`config.mk`:
```
export PLATFORM = sky130hd
export DESIGN_NAME = ctsb_sequencer
export DESIGN_NICKNAME = d
export VERILOG_FILES = /design/src/rtl/core/ctsb_pkg.sv /design/src/rtl/core/ctsb_sequencer.sv
export SDC_FILE = /design/constraint.sdc
export NUM_CORES = 1
export LEC_CHECK = 0
export ABC_AREA = 1
export BUFFER_PORTS_ARGS = -buffer_cell sky130_fd_sc_hd__buf_2
export CAP_MARGIN = 10
export CORE_MARGIN = 2
export CORE_UTILIZATION = 44
export CTS_CLUSTER_SIZE = 25
export DETAILED_ROUTE_END_ITERATION = 12
export PLACE_DENSITY = 0.74
export RECOVER_POWER = 50
export SYNTH_ARGS = -nofsm -noshare
export SYNTH_HDL_FRONTEND = slang
export SYNTH_SLANG_ARGS = --single-unit
```
`constraint.sdc`:
```
create_clock -name clk -period 1.7 [get_ports clk]
set_clock_uncertainty 0.15 [all_clocks]
set_input_delay 0.34 -clock clk [delete_from_list [all_inputs] [get_ports clk]]
set_output_delay 0.34 -clock clk [all_outputs]
set_load 0.005 [all_outputs]
```
`src/rtl/core/ctsb_pkg.sv`:
```
// package: item types, microcode fields and control program of the cartesian tree builder
`default_nettype none

package ctsb_pkg;

    localparam int DEF_MAX_NODES = 1024;
    localparam int LINK_W        = 11;
    localparam int PC_W          = 4;

    typedef struct packed {
        logic               operation;
        logic signed [15:0] sort_key;
        logic signed [31:0] priority_req;
        logic               final_insert;
        logic [9:0]         node_position;
    } cmd_item_t;

    typedef struct packed {
        logic [LINK_W-1:0] parent_ref;
        logic [LINK_W-1:0] left_ref;
        logic [LINK_W-1:0] right_ref;
    } link_item_t;

    localparam logic OP_INSERT = 1'b0;
    localparam logic OP_READ   = 1'b1;

    typedef enum logic [3:0] {
        ACT_NONE,
        ACT_CLEAR,
        ACT_LATCH,
        ACT_POP,
        ACT_LOAD_TOP,
        ACT_LINK_LEFT,
        ACT_PUSH,
        ACT_FLUSH_STEP,
        ACT_FLUSH_LINK,
        ACT_OUT_LOAD
    } act_t;

    typedef enum logic [2:0] {
        COND_NEVER,
        COND_ALWAYS,
        COND_CLR_MORE,
        COND_IN_READ,
        COND_FULL,
        COND_NO_POP,
        COND_FL_DONE,
        COND_OUT_FREE
    } cond_t;

    typedef struct packed {
        act_t            act;
        cond_t           cond;
        logic [PC_W-1:0] tgt;
        logic            wait_in;
        logic            hold_false;
    } ucode_t;

    typedef struct packed {
        logic in_accept;
        logic clr_more;
        logic in_read;
        logic full;
        logic pop_ok;
        logic fl_done;
        logic out_free;
    } flags_t;

    localparam logic [PC_W-1:0] STEP_CLR    = 4'd0;
    localparam logic [PC_W-1:0] STEP_IDLE   = 4'd1;
    localparam logic [PC_W-1:0] STEP_FULLCK = 4'd2;
    localparam logic [PC_W-1:0] STEP_CHK    = 4'd3;
    localparam logic [PC_W-1:0] STEP_POPW   = 4'd4;
    localparam logic [PC_W-1:0] STEP_LEFT   = 4'd5;
    localparam logic [PC_W-1:0] STEP_PUSH   = 4'd6;
    localparam logic [PC_W-1:0] STEP_FCHK   = 4'd7;
    localparam logic [PC_W-1:0] STEP_FLW    = 4'd8;
    localparam logic [PC_W-1:0] STEP_RDW    = 4'd9;

    function automatic ucode_t ucode_rom(input logic [PC_W-1:0] pc);
        ucode_t w;
        w = '{act: ACT_NONE, cond: COND_ALWAYS, tgt: STEP_IDLE, wait_in: 1'b0,
              hold_false: 1'b0};
        unique case (pc)
            STEP_CLR:    w = '{act: ACT_CLEAR, cond: COND_CLR_MORE, tgt: STEP_CLR,
                               wait_in: 1'b0, hold_false: 1'b0};
            STEP_IDLE:   w = '{act: ACT_LATCH, cond: COND_IN_READ, tgt: STEP_RDW,
                               wait_in: 1'b1, hold_false: 1'b0};
            STEP_FULLCK: w = '{act: ACT_NONE, cond: COND_FULL, tgt: STEP_FCHK,
                               wait_in: 1'b0, hold_false: 1'b0};
            STEP_CHK:    w = '{act: ACT_POP, cond: COND_NO_POP, tgt: STEP_LEFT,
                               wait_in: 1'b0, hold_false: 1'b0};
            STEP_POPW:   w = '{act: ACT_LOAD_TOP, cond: COND_ALWAYS, tgt: STEP_CHK,
                               wait_in: 1'b0, hold_false: 1'b0};
            STEP_LEFT:   w = '{act: ACT_LINK_LEFT, cond: COND_NEVER, tgt: STEP_IDLE,
                               wait_in: 1'b0, hold_false: 1'b0};
            STEP_PUSH:   w = '{act: ACT_PUSH, cond: COND_NEVER, tgt: STEP_IDLE,
                               wait_in: 1'b0, hold_false: 1'b0};
            STEP_FCHK:   w = '{act: ACT_FLUSH_STEP, cond: COND_FL_DONE, tgt: STEP_IDLE,
                               wait_in: 1'b0, hold_false: 1'b0};
            STEP_FLW:    w = '{act: ACT_FLUSH_LINK, cond: COND_ALWAYS, tgt: STEP_FCHK,
                               wait_in: 1'b0, hold_false: 1'b0};
            STEP_RDW:    w = '{act: ACT_OUT_LOAD, cond: COND_OUT_FREE, tgt: STEP_IDLE,
                               wait_in: 1'b0, hold_false: 1'b1};
            default:     w = '{act: ACT_NONE, cond: COND_ALWAYS, tgt: STEP_IDLE,
                               wait_in: 1'b0, hold_false: 1'b0};
        endcase
        return w;
    endfunction

endpackage

`default_nettype wire

```
`src/rtl/core/ctsb_sequencer.sv`:
```
// microcode sequencer: step counter, control program lookup and conditional jumps
`default_nettype none

module ctsb_sequencer
    import ctsb_pkg::*;
(
    input  logic   clk,
    input  logic   rst_n,
    input  flags_t flags,
    output ucode_t ctrl
);

    logic [PC_W-1:0] pc_reg;
    logic [PC_W-1:0] pc_next;
    logic            cond_hit;

    assign ctrl = ucode_rom(pc_reg);

    always_comb
    begin
        unique case (ctrl.cond)
            COND_NEVER:    cond_hit = 1'b0;
            COND_ALWAYS:   cond_hit = 1'b1;
            COND_CLR_MORE: cond_hit = flags.clr_more;
            COND_IN_READ:  cond_hit = flags.in_read;
            COND_FULL:     cond_hit = flags.full;
            COND_NO_POP:   cond_hit = !flags.pop_ok;
            COND_FL_DONE:  cond_hit = flags.fl_done;
            COND_OUT_FREE: cond_hit = flags.out_free;
            default:       cond_hit = 1'b0;
        endcase
    end

    always_comb
    begin
        if (ctrl.wait_in && !flags.in_accept)
        begin
            pc_next = pc_reg;
        end
        else if (cond_hit)
        begin
            pc_next = ctrl.tgt;
        end
        else if (ctrl.hold_false)
        begin
            pc_next = pc_reg;
        end
        else
        begin
            pc_next = pc_reg + PC_W'(1);
        end
    end

    always_ff @(posedge clk or negedge rst_n)
    begin
        if (!rst_n)
        begin
            pc_reg <= STEP_CLR;
        end
        else
        begin
            pc_reg <= pc_next;
        end
    end

endmodule

`default_nettype wire

```
==> results.cfg, run 1 <==
[status]
run_status = did not finish
firstError = [ERROR DPL-0038] Utilization greater than 100%, impossible to legalize
stop_stage = global routing (5_1_grt)

[synth]
synth_cells = 97
synth.yosys.seq_area_share_pct = 15.3
synth_area_um2 = 653
yosysWarnings = 0
synth_area_leaders = nand2_1 (18%), dfrtp_1 (15%), ha_1 (9.6%), inv_1 (6.3%), nand2_2 (5.7%)
syn_area_per_cell_um2 = 6.73
synth.distinct_cells = 26
synth_fp_nets = 111
yosys.area.top_type = nand2_1
synth_top_area_share_pct = 17.8
yosys_register_bits = 4

[floorplanning]
die_w_um = 42.5
start_util_pct = 48.4
dieHeight_um = 42.5
rows = 13
pin_count = 22

[placement]
hpwlAfterDp_um = 1450
port_buffers = 21
placed_cells = 144
gp_congestion = 0.909

[sta]
worstEpCategory = top-level output
worst_endpoint = ctrl[8]

[clocking]
clk_path_buf_depth = 2
numClockSinks = 4
h-tree-depth = 1
cts_buffers = 3
cts_root_buffer = clkbuf_4

[global_routing]
grt_max_degree = 7
==> per-stage QoR <==
| stage | area [um^2] | worst slack, ns | TNS (ns) | hold slack [ns] |
|---|---|---|---|---|
| after floorplan | 711 | -0.0258 | -0.0515 | -0.106 |
| after global placement | 910 | -0.104 | -0.464 | -0.00335 |
| after detailed placement | 910 | -0.154 | -0.659 | -0.00330 |
| after CTS | 1190 | -0.291 | -2.17 | 0.271 |
==> timing repair <==
item,4_1_cts
buffers inserted,17
hold buffers,1
endpoints found under the hold margin,4
gates resized for setup,26
pin swaps,13
setup endpoints to repair,17
==> cell families after synthesis <==
group                      synth area share (%)
xor gates and xnor gates                   1.34
AOI/OAI and AO/OA                          6.13
and+or+nand+nor                            53.3
adders and majority gates                  9.58
DFF                                        15.3
buffers and inverters                      14.4
==> Yosys cell counts <==
master,number
a21oi_1,4
a21oi_2,1
buf_4,1
buf_6,2
dfrtp_1,4
ha_1,5
inv_1,11
inv_2,2
inv_4,1
inv_6,1
nand2_1,31
nand2_2,6
nand2_4,3
nand3_1,6
nand3_2,2
nand3_4,1
nand4_1,2
nor2_1,5
nor2_2,1
nor2_4,2
nor2_8,1
o21ai_0,1
o22ai_1,1
or2_0,1
or2_2,1
xor2_1,1
==> run 2: changes to the inputs <==
--- a/config.mk
+++ b/config.mk
@@ -8,11 +8,10 @@
 export ABC_AREA = 1
 export BUFFER_PORTS_ARGS = -buffer_cell sky130_fd_sc_hd__buf_2
 export CAP_MARGIN = 10
-export CORE_MARGIN = 2
-export CORE_UTILIZATION = 44
-export CTS_CLUSTER_SIZE = 25
+export CORE_AREA = 2 2 63 65
 export DETAILED_ROUTE_END_ITERATION = 12
-export PLACE_DENSITY = 0.74
+export DIE_AREA = 0 0 65 67
+export PLACE_DENSITY_LB_ADDON = 0.15
 export RECOVER_POWER = 50
 export SYNTH_ARGS = -nofsm -noshare
 export SYNTH_HDL_FRONTEND = slang
==> constraint.sdc (replaced) <==
create_clock -name clk -period 2.2 [get_ports clk]
set_clock_uncertainty 0.15 [all_clocks]
set_input_delay 0.44 -clock clk [delete_from_list [all_inputs] [get_ports clk]]
set_output_delay 0.44 -clock clk [all_outputs]
set_load 0.005 [all_outputs]
==> run 2 against run 1 <==
  * The flow now finishes without violations
  * Synthesized cell count is the same
  * Area after synthesis unchanged
==> results.cfg, run 2 <==
[power_and_ir_drop]
leakagePower_nw = 0.463
peakVddDrop_mv = 0.325
p_per_area_nw_per_um2 = 1850

[status]
run_status = finished clean

[clocking]
insertion_delay_ns = 0.21
h-tree-depth = 1
cts_tree = yes
numClockSinks = 4
cts_buffers = 3
clk_pin_slew_worst_paths_ns = 0.03
cts_root_buffer = clkbuf_8
clk_path_buf_depth = 2

[synth]
syn_area_per_cell_um2 = 6.73
synth_cells = 97
synth_commonest_cells = nand2_1 (31), inv_1 (11), nand2_2 (6), nand3_1 (6)
synth_fp_nets = 111
synth_area_um2 = 653
yosysWarnings = 0
synth_edf_count = 0
synth_area_leaders = nand2_1 (18%), dfrtp_1 (15%), ha_1 (9.6%), inv_1 (6.3%), nand2_2 (5.7%)
yosys.area.top_type = nand2_1
synth.distinct_cells = 26
synth_most_common_cell = nand2_1
async_flop_share_pct = 100
yosys_register_bits = 4
synth_top_area_share_pct = 17.8
synth_top_flop_cell = dfrtp_1
synth.yosys.seq_area_share_pct = 15.3

[layout]
largest_register_ff_count = 4
final_common_cell = nand2_1
final_cell_mix = nand2_1 (33), buf_2 (19), inv_1 (10)
area_delta_synth_final_pct = 26.6
drive_above_1_share_pct = 38.0
n_antenna_cell = 0
nets = 137

[drt]
firstDrtPassIters = 2
detail_route.drc_violations = 0
vias = 681
viasPerCell = 4.03
ant_nets = 0
drt-total-wl_um = 1700
wl_per_cell_um = 10.0
drt_first_iter_violations = 8

[sta]
fin_crit_sh_pct = 93.8
timing.hold.ws_ns = 0.425
finalHoldViolCount = 0
setup_slack_ns = 0.136
rsz0062_at_grt = no
tns_ns = 0
worst_pin_slew_ns = 0.397
setup_viol = 0
period_minus_slack_ns = 2.06
drv_slew = 0
fmax_mhz = 484
relSlewSlack_pct = 73.5

[floorplanning]
die_w_um = 65
core-area_um2 = 3610
rows = 22
pin_count = 22
start_util_pct = 18.1
dieHeight_um = 67
die_area_um2 = 4360

[placement]
pre_cts_ws_ns = 0.114
hpwlAfterDp_um = 1430
gp_congestion = 0.769
port_buffers = 21

[global_routing]
grt_overflow = 0
grt_max_degree = 10
grt_pass1_vias = 653
globalRouteTotalUtil_pct = 8.30
antenna_found_initial = 0
grt_pass1_wl_um = 2740

[worst_setup_path]
path_buf_inv = 3
critPathKind = reg2out
crit_slowest_cell = dfrtp_2
cp-start-kind = flip-flop
crit_path_cell_trace = inv_1 -> ha_1 -> nand2_1 -> inv_1 -> a21oi_1 -> o21ai_2 -> buf_2
path_delay_family = flip-flops
cp_max_fo = 4
cpPeakStageDelay_ns = 0.42
cp_data_arrival_time_ns = 1.47
cp_common_cell = inv_1
crit_required_ns = 1.61
cp-end-kind = output port
reg2reg_slack_ns = 0.26

[run]
maxCapViolations = 0

[min_path]
hold_path_class = in2async
## run 2: timing repair
| action | in CTS | in global routing |
|---|---|---|
| hold buffers | 1 | 0 |
| setup buffers | 0 | 0 |
| setup endpoints to repair | 1 | 1 |
| hold endpoints to repair | 4 | 0 |
| resized for setup | 2 | 3 |
## run 2: worst paths after layout
path / end / cells past startpoint / startpoint
worst max register to register: pc_reg[0]$_DFFE_PN0P_ / 13 / pc_reg[1]$_DFFE_PN0P_
worst min-delay path: pc_reg[2]$_DFFE_PN0P_ / 2 / rst_n
max in group asynchronous: pc_reg[0]$_DFFE_PN0P_ / 2 / rst_n
worst min register to register: pc_reg[0]$_DFFE_PN0P_ / 2 / pc_reg[0]$_DFFE_PN0P_
min in group clk: pc_reg[0]$_DFFE_PN0P_ / 2 / pc_reg[0]$_DFFE_PN0P_
worst max-delay path: ctrl[3] / 7 / pc_reg[1]$_DFFE_PN0P_
## run 2: cell type report
cell class	instances	area (um^2)
inverters	15	63.8
clock buffers	3	41.3
fillers	407	2780
flip-flops and latches	4	103
repair buffers	24	128
well taps	48	60.1
multi-input cells	75	432
## run 2: worst register-to-register path, stage by stage (launching register included)
cell	delay, ns
dfrtp_2	0.42
inv_1	0.13
ha_1	0.18
nand2_1	0.09
nand3_1	0.19
inv_1	0.08
nand3_1	0.08
nand2_1	0.06
nand2_2	0.13
nand3_2	0.10
nand2_4	0.10
inv_2	0.04
nand2_1	0.05
nand2_1	0.04
## run 2: metrics by stage
stage / power (mW) / cells / instance area [um^2] / util (%)
after detailed placement: 1.43 / 165 / 803 / 22.3
after global routing: 1.70 / 169 / 827 / 22.9
final: 1.53 / 169 / 827 / 22.9
after global placement: 1.46 / 165 / 803 / 22.3
after CTS: 1.59 / 169 / 855 / 23.7
after floorplan: 1.12 / 97 / 653 / -
## run 2: per-layer routing
layer / up-vias / part of all wire (%) / global-route usage, %
li1: 349 / - / -
met1: 318 / 43 / 8.87
met2: 12 / 52 / 15.7
met3: 2 / 4.3 / 2.36
met4: 0 / 0.59 / 2.39
met5: - / 0 / 0
## run 2: cells by family after synthesis
group                    after synthesis  share of synthesized area [%]
AND/OR/NAND/NOR                       62                           53.3
buffers and inverters                 18                           14.4
AO/OA/AOI/OAI                          7                           6.13
adder cells (fa/ha/maj)                5                           9.58
flip-flops                             4                           15.3
XOR/XNOR                               1                           1.34
## run 2: where the power goes
group / internal, mW / switching (mW)
sequential: 0.120 / 0.0800
clock: 0.116 / 0.0351
combinational: 0.455 / 0.721
(Power assumes the default switching activity.)
==> run 3: changes to the inputs <==
--- a/config.mk
+++ b/config.mk
@@ -11,7 +11,7 @@
 export CORE_AREA = 2 2 63 65
 export DETAILED_ROUTE_END_ITERATION = 12
 export DIE_AREA = 0 0 65 67
-export PLACE_DENSITY_LB_ADDON = 0.15
+export PLACE_DENSITY = 0.44
 export RECOVER_POWER = 50
 export SYNTH_ARGS = -nofsm -noshare
 export SYNTH_HDL_FRONTEND = slang
==> run 3 against run 2 <==
  * Clock power up 3%
  * Sequential cell count unchanged
  * Sequential share of layout area about the same
  * Cell count unchanged
  * Fmax down 0.17%
  * Utilization up 0.28 points
  * Routed wire length down 0.29%
  * Power up 0.96%
  * Worst setup slack worse by 0.0035 ns
  * Highest routed layer unchanged
==> results.cfg, run 3 (synthesis gave the netlist of run 2 again) <==
[power_and_ir_drop]
p_per_area_nw_per_um2 = 1840
leakagePower_nw = 0.469
p_total_mw = 1.54
peakVddDrop_mv = 0.379

[layout]
area_delta_synth_final_pct = 28.2
nets = 137
final_cell_count_no_fill = 169
final_cell_mix = nand2_1 (32), buf_2 (19), inv_1 (9)
fill_cells = 418
design_area_um2 = 837
largest_register_ff_count = 4
n_antenna_cell = 0
final_common_cell = nand2_1
drive_above_1_share_pct = 40.5

[floorplanning]
rows = 22
die_w_um = 65
start_util_pct = 18.1
dieHeight_um = 67
die_area_um2 = 4360
pin_count = 22
core-area_um2 = 3610

[clocking]
cts_root_buffer = clkbuf_8
cts_tree = yes
insertion_delay_ns = 0.22
cts_buffers = 3
clk_path_buf_depth = 2
clk_pin_slew_worst_paths_ns = 0.03
numClockSinks = 4
h-tree-depth = 1

[worst_setup_path]
path_delay_family = flip-flops
crit_path_cell_trace = inv_2 -> ha_1 -> nand2_1 -> inv_1 -> a21oi_1 -> o21ai_1 -> buf_2
cp-end-kind = output port
path_buf_inv = 3
cp-start-kind = flip-flop
critPathKind = reg2out
cpPeakStageDelay_ns = 0.44
cp_data_arrival_time_ns = 1.48
crit_slowest_cell = dfrtp_2
cp_max_fo = 6
crit_required_ns = 1.61

[drt]
detail_route.drc_violations = 0
viasPerCell = 3.93
wl_per_cell_um = 10.0
firstDrtPassIters = 4
vias = 664
ant_nets = 0
drt_first_iter_violations = 10
drt-total-wl_um = 1690

[global_routing]
antenna_found_initial = 0
grt_pass1_wl_um = 2950
grt_pass1_vias = 699
globalRouteTotalUtil_pct = 8.73
grt_overflow = 0
grt_max_degree = 10

[min_path]
hold_path_class = reg2reg

[sta]
fmax_mhz = 484
drv_slew = 0
finalHoldViolCount = 0
tns_ns = 0
fin_crit_sh_pct = 94.0
period_minus_slack_ns = 2.07
relSlewSlack_pct = 74.2
setup_viol = 0
worst_pin_slew_ns = 0.387
rsz0062_at_grt = no

[placement]
gp_congestion = 0.805
placed_cell_area_um2 = 788
placed_cells = 163
port_buffers = 21
hpwlAfterDp_um = 1440

[status]
run_status = finished clean

[run]
maxCapViolations = 0
[run 3: cell count changes in the layout (fill, tap and decap cells not counted)]
cell and change:
dfrtp_1 -1, dfrtp_2 +1, inv_1 -1, inv_2 +1
nand2_1 -1, nand2_4 +1, nand3_1 -1, nand3_2 +1
o21ai_1 +1, o21ai_2 -1
[run 3: worst paths after layout]
| check | cells after the start | from | end | slack (ns) |
|---|---|---|---|---|
| min | 2 | pc_reg[0]$_DFFE_PN0P_ | pc_reg[0]$_DFFE_PN0P_ | 0.42 |
| max | 7 | pc_reg[0]$_DFFE_PN0P_ | ctrl[3] | 0.13 |
| max in group asynchronous | 2 | rst_n | pc_reg[2]$_DFFE_PN0P_ | 1.25 |
| max reg2reg | 12 | pc_reg[3]$_DFFE_PN0P_ | pc_reg[1]$_DFFE_PN0P_ | 0.23 |
| min reg2reg | 2 | pc_reg[0]$_DFFE_PN0P_ | pc_reg[0]$_DFFE_PN0P_ | 0.42 |
| min in group asynchronous | 2 | rst_n | pc_reg[3]$_DFFE_PN0P_ | 0.44 |
[run 3: tightest hold or removal path: cells and delay by family (launching register included)]
kind          cells  cell delay [ns]
simple gates      2             0.12
flops             1             0.42
[run 3: per-stage QoR]
step / setup WS [ns] / utilization (%) / hold slack (ns)
floorplan: 0.371 / - / -0.00559
global placement: 0.191 / 21.9 / 0.101
detailed placement: 0.146 / 21.9 / 0.105
CTS: 0.00195 / 23.3 / 0.410
global route: 0.0109 / 23.2 / 0.461
finish: 0.132 / 23.2 / 0.424
[run 3: cell type report]
class | count | area [um^2] | area share [%]
Multi-Input combinational cell | 75 | 440 | 52.6
Timing Repair Buffer | 24 | 128 | 15.2
Tap cell | 48 | 60.1 | 7.17
Clock buffer | 3 | 41.3 | 4.93
Inverter | 15 | 63.8 | 7.62
Sequential cell | 4 | 104 | 12.4
[run 3: power by group]
group	internal [mW]	switching, mW	total (mW)
sequential	0.121	0.0876	0.209
clock	0.117	0.0388	0.155
combinational	0.462	0.715	1.18
total	0.700	0.842	1.54
[run 3: what timing repair did]
action | in CTS | in global routing
hold buffers | 1 | 0
gates resized for setup | 2 | 4
endpoints found under the setup margin | 2 | 4
hold endpoints to repair | 4 | 0
setup buffers | 0 | 2
[run 3: metal layers]
layer	up-vias	track usage (%)	part of all wire [%]
li1	349	-	-
met1	301	10.4	43
met2	12	16.6	54
met3	2	0.676	2.0
met4	0	2.39	0.71
met5	-	0	0
